### src/sv/jtsc_pkg.sv
// Types, codes and constants of the JSON token structure checker.
package jtsc_pkg;

    localparam int STACK_DEPTH = 64;
    localparam int LVL_W       = $clog2(STACK_DEPTH);
    localparam int ADDR_W      = ($clog2(STACK_DEPTH - 1) < 1) ? 1 : $clog2(STACK_DEPTH - 1);
    localparam int NEST_W      = 6;

    typedef enum logic [3:0] {
        OP_EOF     = 4'd0,
        OP_LEXERR  = 4'd1,
        OP_STRING  = 4'd2,
        OP_BOOL    = 4'd3,
        OP_NULL    = 4'd4,
        OP_LBRACE  = 4'd5,
        OP_LBRACK  = 4'd6,
        OP_INT     = 4'd7,
        OP_DOUBLE  = 4'd8,
        OP_RBRACK  = 4'd9,
        OP_RBRACE  = 4'd10,
        OP_COLON   = 4'd11,
        OP_COMMA   = 4'd12,
        OP_FINISH  = 4'd13
    } t_op;

    typedef enum logic [3:0] {
        EV_NONE      = 4'd0,
        EV_NULL      = 4'd1,
        EV_BOOL      = 4'd2,
        EV_STRING    = 4'd3,
        EV_INTEGER   = 4'd4,
        EV_DOUBLE    = 4'd5,
        EV_KEY       = 4'd6,
        EV_START_MAP = 4'd7,
        EV_END_MAP   = 4'd8,
        EV_START_ARR = 4'd9,
        EV_END_ARR   = 4'd10
    } t_event;

    typedef enum logic [3:0] {
        ERR_NONE      = 4'd0,
        ERR_LEXICAL   = 4'd1,
        ERR_TRAILING  = 4'd2,
        ERR_UNALLOWED = 4'd3,
        ERR_BAD_KEY   = 4'd4,
        ERR_NO_COLON  = 4'd5,
        ERR_AFTER_MAP = 4'd6,
        ERR_AFTER_ARR = 4'd7,
        ERR_PREMATURE = 4'd8,
        ERR_TOO_DEEP  = 4'd9
    } t_err;

    typedef enum logic [3:0] {
        ST_START        = 4'd0,
        ST_COMPLETE     = 4'd1,
        ST_PARSE_ERR    = 4'd2,
        ST_LEX_ERR      = 4'd3,
        ST_MAP_START    = 4'd4,
        ST_MAP_SEP      = 4'd5,
        ST_MAP_NEED_VAL = 4'd6,
        ST_MAP_GOT_VAL  = 4'd7,
        ST_MAP_NEED_KEY = 4'd8,
        ST_ARR_START    = 4'd9,
        ST_ARR_GOT_VAL  = 4'd10,
        ST_ARR_NEED_VAL = 4'd11,
        ST_GOT_VALUE    = 4'd12
    } t_state;

    typedef enum logic [1:0] {
        CFG_MULTI    = 2'd0,
        CFG_TRAILING = 2'd1,
        CFG_PARTIAL  = 2'd2
    } t_cfg_idx;

    typedef struct packed {
        logic [NEST_W-1:0] nesting_level;
        t_err              error_code;
        logic              status_error;
        logic              event_bool;
        t_event            event_res;
    } t_result;

endpackage

### src/sv/jtsc_out_buf.sv
// Output register with a skid stage for the result stream.
module jtsc_out_buf import jtsc_pkg::*; (
    input  logic    i_clk,
    input  logic    i_rst_n,
    input  logic    i_push,
    input  t_result i_data,
    output logic    o_ready,
    output logic    o_valid,
    input  logic    i_ready,
    output t_result o_data
);

    logic    r_out_v;
    logic    r_skid_v;
    t_result r_out;
    t_result r_skid;
    logic    load_out;

    // The output stage may load when empty or when its item leaves this cycle.
    assign load_out = !r_out_v || i_ready;
    assign o_ready  = !r_skid_v;
    assign o_valid  = r_out_v;
    assign o_data   = r_out;

    always_ff @(posedge i_clk) begin
        if (!i_rst_n) begin
            r_out_v  <= 1'b0;
            r_skid_v <= 1'b0;
        end else if (load_out) begin
            r_out_v  <= r_skid_v || i_push;
            r_skid_v <= 1'b0;
        end else if (i_push) begin
            r_skid_v <= 1'b1;
        end
    end

    always_ff @(posedge i_clk) begin
        if (load_out) begin
            r_out <= r_skid_v ? r_skid : i_data;
        end else if (i_push) begin
            r_skid <= i_data;
        end
    end

endmodule

### config.mk
export PLATFORM = sky130hd
export DESIGN_NAME = jtsc_out_buf
export DESIGN_NICKNAME = d
export VERILOG_FILES = /design/src/sv/jtsc_pkg.sv /design/src/sv/jtsc_out_buf.sv
export SDC_FILE = /design/constraint.sdc
export NUM_CORES = 1
export LEC_CHECK = 0
export BUFFER_PORTS_ARGS = -buffer_cell sky130_fd_sc_hd__clkbuf_2
export CAP_MARGIN = 10
export CORE_UTILIZATION = 49
export CTS_CLUSTER_SIZE = 30
export DETAILED_ROUTE_END_ITERATION = 10
export GPL_TIMING_DRIVEN = 0
export PLACE_DENSITY = 0.76
export SKIP_CTS_REPAIR_TIMING = 1
export SYNTH_ARGS = -nofsm -noshare
export SYNTH_HDL_FRONTEND = slang
export SYNTH_SLANG_ARGS = --single-unit
### constraint.sdc
create_clock -name i_clk -period 2.5 [get_ports i_clk]
set_clock_uncertainty 0.1 [all_clocks]
set_input_delay 0.5 -clock i_clk [delete_from_list [all_inputs] [get_ports i_clk]]
set_output_delay 0.5 -clock i_clk [all_outputs]
set_load 0.005 [all_outputs]
==> flow_summary.rst, run 1 <==
.. list-table::
   :header-rows: 1

   * - Metric
     - Value
   * - Final ANT Viol Nets
     - 0
   * - Sequential area share after synthesis
     - 0.7782
   * - Number of standard cells after synthesis
     - 59
   * - Remaining routing DRC violations
     - 0
   * - Worst Setup Path Type
     - reg2reg
   * - Min cycle time layout
     - 2202 ps
   * - Portion of netlist area occupied by mux cells
     - 0.1634
   * - Layout-stage area growth over the synthesis result
     - 21.98%
   * - Overall via count from detail_route
     - 666
   * - Share of synthesized cell area in and, or, nand and nor gates
     - 0.02237
   * - Port-buffer cells
     - 37
   * - Warning count from the yosys run
     - 0
   * - Crit Path Max Fanout
     - 19
   * - Max Fclk
     - 454.1 MHz
   * - Share of total power in the clock network
     - 0.266
   * - Initial drt markers
     - 7
   * - RSZ-0062 raised after global routing
     - no
   * - CP endpoint kind
     - register
   * - Total negative slack for setup checks
     - 0 ps
   * - Post-synth design cell area
     - 1286 um2
   * - Hold WS
     - 275.5 ps
   * - Insertion delay of the later-clocked pin in the worst-skew pair
     - 300 ps
   * - PnR worst setup slack
     - 298.0 ps
   * - X dimension of the die
     - 53.24 um
   * - Count of endpoints failing setup in the final report
     - 0
   * - Chip height
     - 53.24 um
   * - Post-synthesis net count
     - 79
   * - Die Footprint
     - 2834 um2
   * - Weighted congestion reported at the end of routability-driven placement
     - 0.6860
   * - Initial core utilization
     - 0.5192
   * - Dominant combinational cell family by area after synthesis
     - multiplexers
   * - Global Route Usage Sum
     - 0.1440
   * - Seq cells post-synth
     - 34
   * - Transition time at the pin with the least slew margin
     - 873.2 ps
   * - Run status
     - finished clean
   * - Internal power
     - 0.8114 mW
   * - Unique cell type count in the Yosys netlist
     - 12
   * - Wirelength, routed
     - 1.864 mm
   * - TritonCTS Buffers
     - 5
   * - Ant diodes
     - 0
   * - Clock-pin slew on the worst setup and hold paths
     - 100 ps
   * - Slew margin rel.
     - 0.4179
   * - Switching fraction of total power
     - 0.1959
   * - Total core area
     - 2477 um2
   * - Net count reported at finish
     - 124
   * - Startpoint class of the critical path
     - register
   * - Compound-gate portion of the synthesized area
     - 0.005837
   * - Via count of the first global-routing pass
     - 586
   * - Core utilization of the finished layout
     - 0.6333
   * - Number of I/O pins
     - 38
   * - Final period util
     - 0.8808
   * - Antenna violations before repair
     - 0
   * - Post-detailed-route via-to-cell ratio
     - 4.933
   * - Arrival time at the worst endpoint
     - 2130 ps
   * - Depth of the CTS H-tree
     - 2
   * - Hold Fails Final Rpt
     - 0
   * - Sinks on the clock net
     - 34
   * - Worst ir drop on vdd
     - 0.0004039 V
   * - Fill cell count
     - 206
   * - Leakage power
     - 0.6288 nW
   * - Reported net switching power
     - 0.1977 mW
   * - Proportion of layout cells with a drive suffix above 1
     - 0.6000
   * - Pin count of the biggest net entering global routing
     - 20
   * - Xor/xnor cell area share of the yosys netlist
     - 0
   * - Flop pwr share
     - 0.655
   * - Minimum setup slack after placement
     - -377.0 ps
   * - TritonCTS clock tree
     - built
   * - Final number of max-transition violations
     - 0
   * - Leading cell type in the layout, fill and taps excluded
     - clkbuf_2
   * - Grt total ovfl
     - 0
   * - Count of non-filler cells in the finished layout
     - 135
   * - # placed instances
     - 126
   * - Clock root buffer master
     - clkbuf_4
   * - Combinational share of power
     - 0.079
   * - Max clock buf depth
     - 2
   * - Adder-cell share of the synthesized area
     - 0
   * - Average detailed-routed wire length per instance
     - 13.81 um
   * - Core Rows
     - 18
   * - DR pass1 iterations
     - 4
   * - Maximum capacitance violations
     - 0
   * - Data required time of the critical path
     - 2420 ps
   * - Mean area per synthesized cell
     - 21.80 um2
   * - Power Density
     - 643.1 nW/um2
   * - Hold crit path type
     - in2reg
   * - Global-route wire length before repair
     - 2.691 mm
   * - Commonest cells after routing, fill and taps aside
     - 37 x clkbuf_2, 32 x edfxtp_1, 8 x mux2_4, 8 x mux2_2, 5 x clkbuf_4
## area by class of cell
type / instances / area (um2) / share of cell area
flip-flops and latches: 34 / 1001 / 0.6380
multi-input cells: 21 / 246.5 / 0.1571
repair buffers: 38 / 196.4 / 0.1252
clock buffers: 8 / 48.80 / 0.03110
well taps: 30 / 37.54 / 0.02392
plain buffers: 2 / 31.28 / 0.01994
inverters: 2 / 7.507 / 0.004785
## per-stage QoR
step	cell area [um2]	power, mW
2_1_floorplan	1286	0.7092
3_3_place_gp	1509	0.7491
3_5_place_dp	1509	0.7552
4_1_cts	1558	1.018
5_1_grt	1569	1.050
6_report	1569	1.009
## registers in the layout, indices dropped and copies added, names as in the netlist
signal and flops:
r_skid 16, o_data 16, o_valid 1, r_skid_v 1
## layer usage
metal  GRT usage  share of wire  up-vias
met3     0.05172          0.041        0
met1      0.1689           0.40      325
met2      0.2396           0.56       21
met4     0.05263              0        0
li1            -              -      320
met5           0              0        -
## cell families (layout without fill, tap and decap cells)
kind of cell,after synthesis,in the layout
buf+inv,4,50
mux,16,16
simple gates,4,4
flops,34,34
compound gates,1,1
## critical path: stages (launching register included)
cell      delay (ps)
dfxtp_1          340
nand2b_1         470
nor2_1           770
buf_6            240
## power by group through the flow
stage,logic [mW],clock network (mW),registers (mW)
finish,0.0796,0.268,0.661
global route,0.0881,0.297,0.664
CTS,0.0801,0.276,0.662
detailed placement,0.0799,0,0.675
global placement,0.0763,0,0.673
floorplan,0.0326,0,0.677
## path summary, 6_finish.rpt
| check | end | slack (ps) | cells past startpoint | startpoint |
|---|---|---|---|---|
| max | r_skid[2]$_DFFE_PP_ | 300 | 3 | o_valid$_SDFFE_PN0P_ |
| min | r_skid[5]$_DFFE_PP_ | 280 | 1 | i_data[5] |
| max reg2reg | r_skid[2]$_DFFE_PP_ | 300 | 3 | o_valid$_SDFFE_PN0P_ |
| min reg2reg | o_data[6]$_DFFE_PP_ | 450 | 1 | r_skid[6]$_DFFE_PP_ |
## Yosys cell counts
cell      number  share of area
a21boi_0       1         0.0058
buf_12         1          0.016
buf_6          1         0.0088
dfxtp_1        2          0.031
edfxtp_1      32           0.75
inv_1          2         0.0058
mux2_2         8          0.070
mux2_4         8          0.093
nand2b_1       1         0.0049
nor2_1         1         0.0029
nor2_2         1         0.0049
nor3b_2        1         0.0097
Power figures use the tool's default switching activity.
==> run 2, diff against run 1 <==
PLACE_DENSITY = 0.73   (was 0.76)
==> flow_summary.rst, run 2 (synthesis results as in run 1) <==
.. list-table::
   :header-rows: 1

   * - Metric
     - Value
   * - Run status
     - finished clean
   * - Maximum capacitance violations
     - 0 (unchanged)
   * - Post-detailed-route via-to-cell ratio
     - 4.830 (-2.1%)
   * - Initial core utilization
     - 0.5192 (unchanged)
   * - Final HPWL DP
     - 1.356 mm
   * - Fill cell count
     - 197 (-4.4%)
   * - Port-buffer cells
     - 37 (unchanged)
   * - Startpoint class of the critical path
     - register
   * - Total core area
     - 2477 um2 (unchanged)
   * - Hold crit path type
     - in2reg
   * - Share of total power in the clock network
     - 0.273 (+0.007)
   * - Final number of max-transition violations
     - 0 (unchanged)
   * - Global Route Usage Sum
     - 0.1615 (+0.01753)
   * - X dimension of the die
     - 53.24 um (unchanged)
   * - Worst Setup Path Type
     - reg2reg
   * - Core Rows
     - 18 (unchanged)
   * - Proportion of layout cells with a drive suffix above 1
     - 0.6190 (+0.01905)
   * - Final ANT Viol Nets
     - 0 (unchanged)
   * - RSZ-0062 raised after global routing
     - no
   * - Weighted congestion reported at the end of routability-driven placement
     - 0.6662 (-2.9%)
   * - Net count reported at finish
     - 124 (unchanged)
   * - Count of endpoints failing setup in the final report
     - 0 (unchanged)
   * - Max clock buf depth
     - 2 (unchanged)
   * - Min cycle time layout
     - 2215 ps (+12.65 ps)
   * - Average detailed-routed wire length per instance
     - 14.24 um (+3.2%)
   * - Leakage power
     - 0.6343 nW (+0.87%)
   * - Antenna violations before repair
     - 0 (unchanged)
   * - TritonCTS Buffers
     - 5 (unchanged)
   * - Hold Fails Final Rpt
     - 0 (unchanged)
   * - CP endpoint kind
     - register
   * - Flop pwr share
     - 0.648 (-0.007)
   * - Worst ir drop on vdd
     - 0.0003967 V (-1.8%)
   * - Die Footprint
     - 2834 um2 (unchanged)
   * - DR pass1 iterations
     - 4 (unchanged)
   * - Remaining routing DRC violations
     - 0 (unchanged)
   * - Initial drt markers
     - 18 (+11)
   * - Commonest cells after routing, fill and taps aside
     - 37 x clkbuf_2, 32 x edfxtp_1, 8 x mux2_4, 8 x mux2_2, 5 x clkbuf_4
   * - Leading cell type in the layout, fill and taps excluded
     - clkbuf_2
   * - Layout-stage area growth over the synthesis result
     - 22.18%
   * - Number of I/O pins
     - 38 (unchanged)
   * - Wirelength, routed
     - 1.923 mm (+3.2%)
   * - TritonCTS clock tree
     - built
   * - Sinks on the clock net
     - 34 (unchanged)
   * - Data required time of the critical path
     - 2440 ps (+20 ps)
   * - Final period util
     - 0.8858 (+0.005060)
   * - Finished layout cell area
     - 1572 um2 (+0.16%)
   * - Grt total ovfl
     - 0 (unchanged)
   * - Switching fraction of total power
     - 0.2088 (+0.01295)
   * - Max Fclk
     - 451.5 MHz (-0.57%)
   * - Global-route wire length before repair
     - 2.960 mm (+10%)
   * - Overall via count from detail_route
     - 652 (-2.1%)
   * - Via count of the first global-routing pass
     - 655 (+12%)
   * - Combinational share of power
     - 0.079 (about the same)
   * - Arrival time at the worst endpoint
     - 2150 ps (+20 ps)
   * - Internal power
     - 0.8062 mW (-0.63%)
   * - Post-Place Cell Area
     - 1520 um2 (+0.75%)
   * - Clock root buffer master
     - clkbuf_4
   * - Reported net switching power
     - 0.2128 mW (+7.7%)
   * - # placed instances
     - 127 (+0.79%)
   * - Core utilization of the finished layout
     - 0.6343 (+0.001010)
   * - Insertion delay of the later-clocked pin in the worst-skew pair
     - 340 ps (+40 ps)
   * - Depth of the CTS H-tree
     - 2 (unchanged)
   * - Slew margin rel.
     - 0.3937 (-0.02414)
   * - Power Density
     - 648.5 nW/um2 (+0.83%)
   * - Crit Path Max Fanout
     - 19 (unchanged)
   * - Clock-pin slew on the worst setup and hold paths
     - 110 ps (about the same)
   * - Pin count of the biggest net entering global routing
     - 20 (unchanged)
   * - Chip height
     - 53.24 um (unchanged)
   * - Transition time at the pin with the least slew margin
     - 909.4 ps (+36.21 ps)
   * - Ant diodes
     - 0 (unchanged)
   * - Count of non-filler cells in the finished layout
     - 135 (unchanged)
## run 2: changes by cell type in the layout (fill, tap and decap cells not counted)
cell / before / now
clkbuf_1: 3 / 1
clkinv_2: 0 / 2
## run 2: power by group through the flow
stage / clock, mW / combinational (mW) / sequential [mW]
final: 0.278 / 0.0803 / 0.661
after global routing: 0.309 / 0.0888 / 0.664
after CTS: 0.289 / 0.0819 / 0.661
after detailed placement: 0 / 0.0817 / 0.674
after global placement: 0 / 0.0767 / 0.673
after floorplan: 0 / 0.0326 / 0.677
## run 2: final timing paths
kind                               end                  from  slack (ps)  cells past startpoint
setup reg to reg  r_skid[10]$_DFFE_PP_  o_valid$_SDFFE_PN0P_         290                      3
hold / removal     r_skid[0]$_DFFE_PP_             i_data[0]         250                      1
hold reg to reg    o_data[4]$_DFFE_PP_   r_skid[4]$_DFFE_PP_         450                      1
setup / recovery  r_skid[10]$_DFFE_PP_  o_valid$_SDFFE_PN0P_         290                      3
## run 2: cell type report
type / count / area (um2) / share of cell area
Clock inverter: 2 / 10.01 / 0.006369
Sequential cell: 34 / 1001 / 0.6369
Timing Repair Buffer: 38 / 196.4 / 0.1250
Clock buffer: 6 / 41.29 / 0.02627
Buffer: 2 / 31.28 / 0.01990
Tap cell: 30 / 37.54 / 0.02389
Multi-Input combinational cell: 21 / 246.5 / 0.1568
Inverter: 2 / 7.507 / 0.004777
## run 2: critical path, stage by stage, from the launching register on
cell      delay, ps
dfxtp_1         340
nand2b_1        480
nor2_1          770
buf_6           240
## run 2: metrics by stage
step                setup TNS (ps)  total power [mW]  setup slack, ps  hold slack [ps]
floorplan                        0            0.7092            241.7            423.1
global placement             -5409            0.7497           -338.3            427.0
detailed placement          -748.7            0.7560           -93.74            437.0
CTS                              0             1.032            221.3            237.4
global route                     0             1.062            95.15            234.2
finish                           0             1.019            285.4            246.9
## run 2: metal layers
layer	part of all wire	GRT usage
met4	0.025	0.1140
met5	0	0
met3	0.049	0.05460
met1	0.42	0.1851
met2	0.51	0.2500
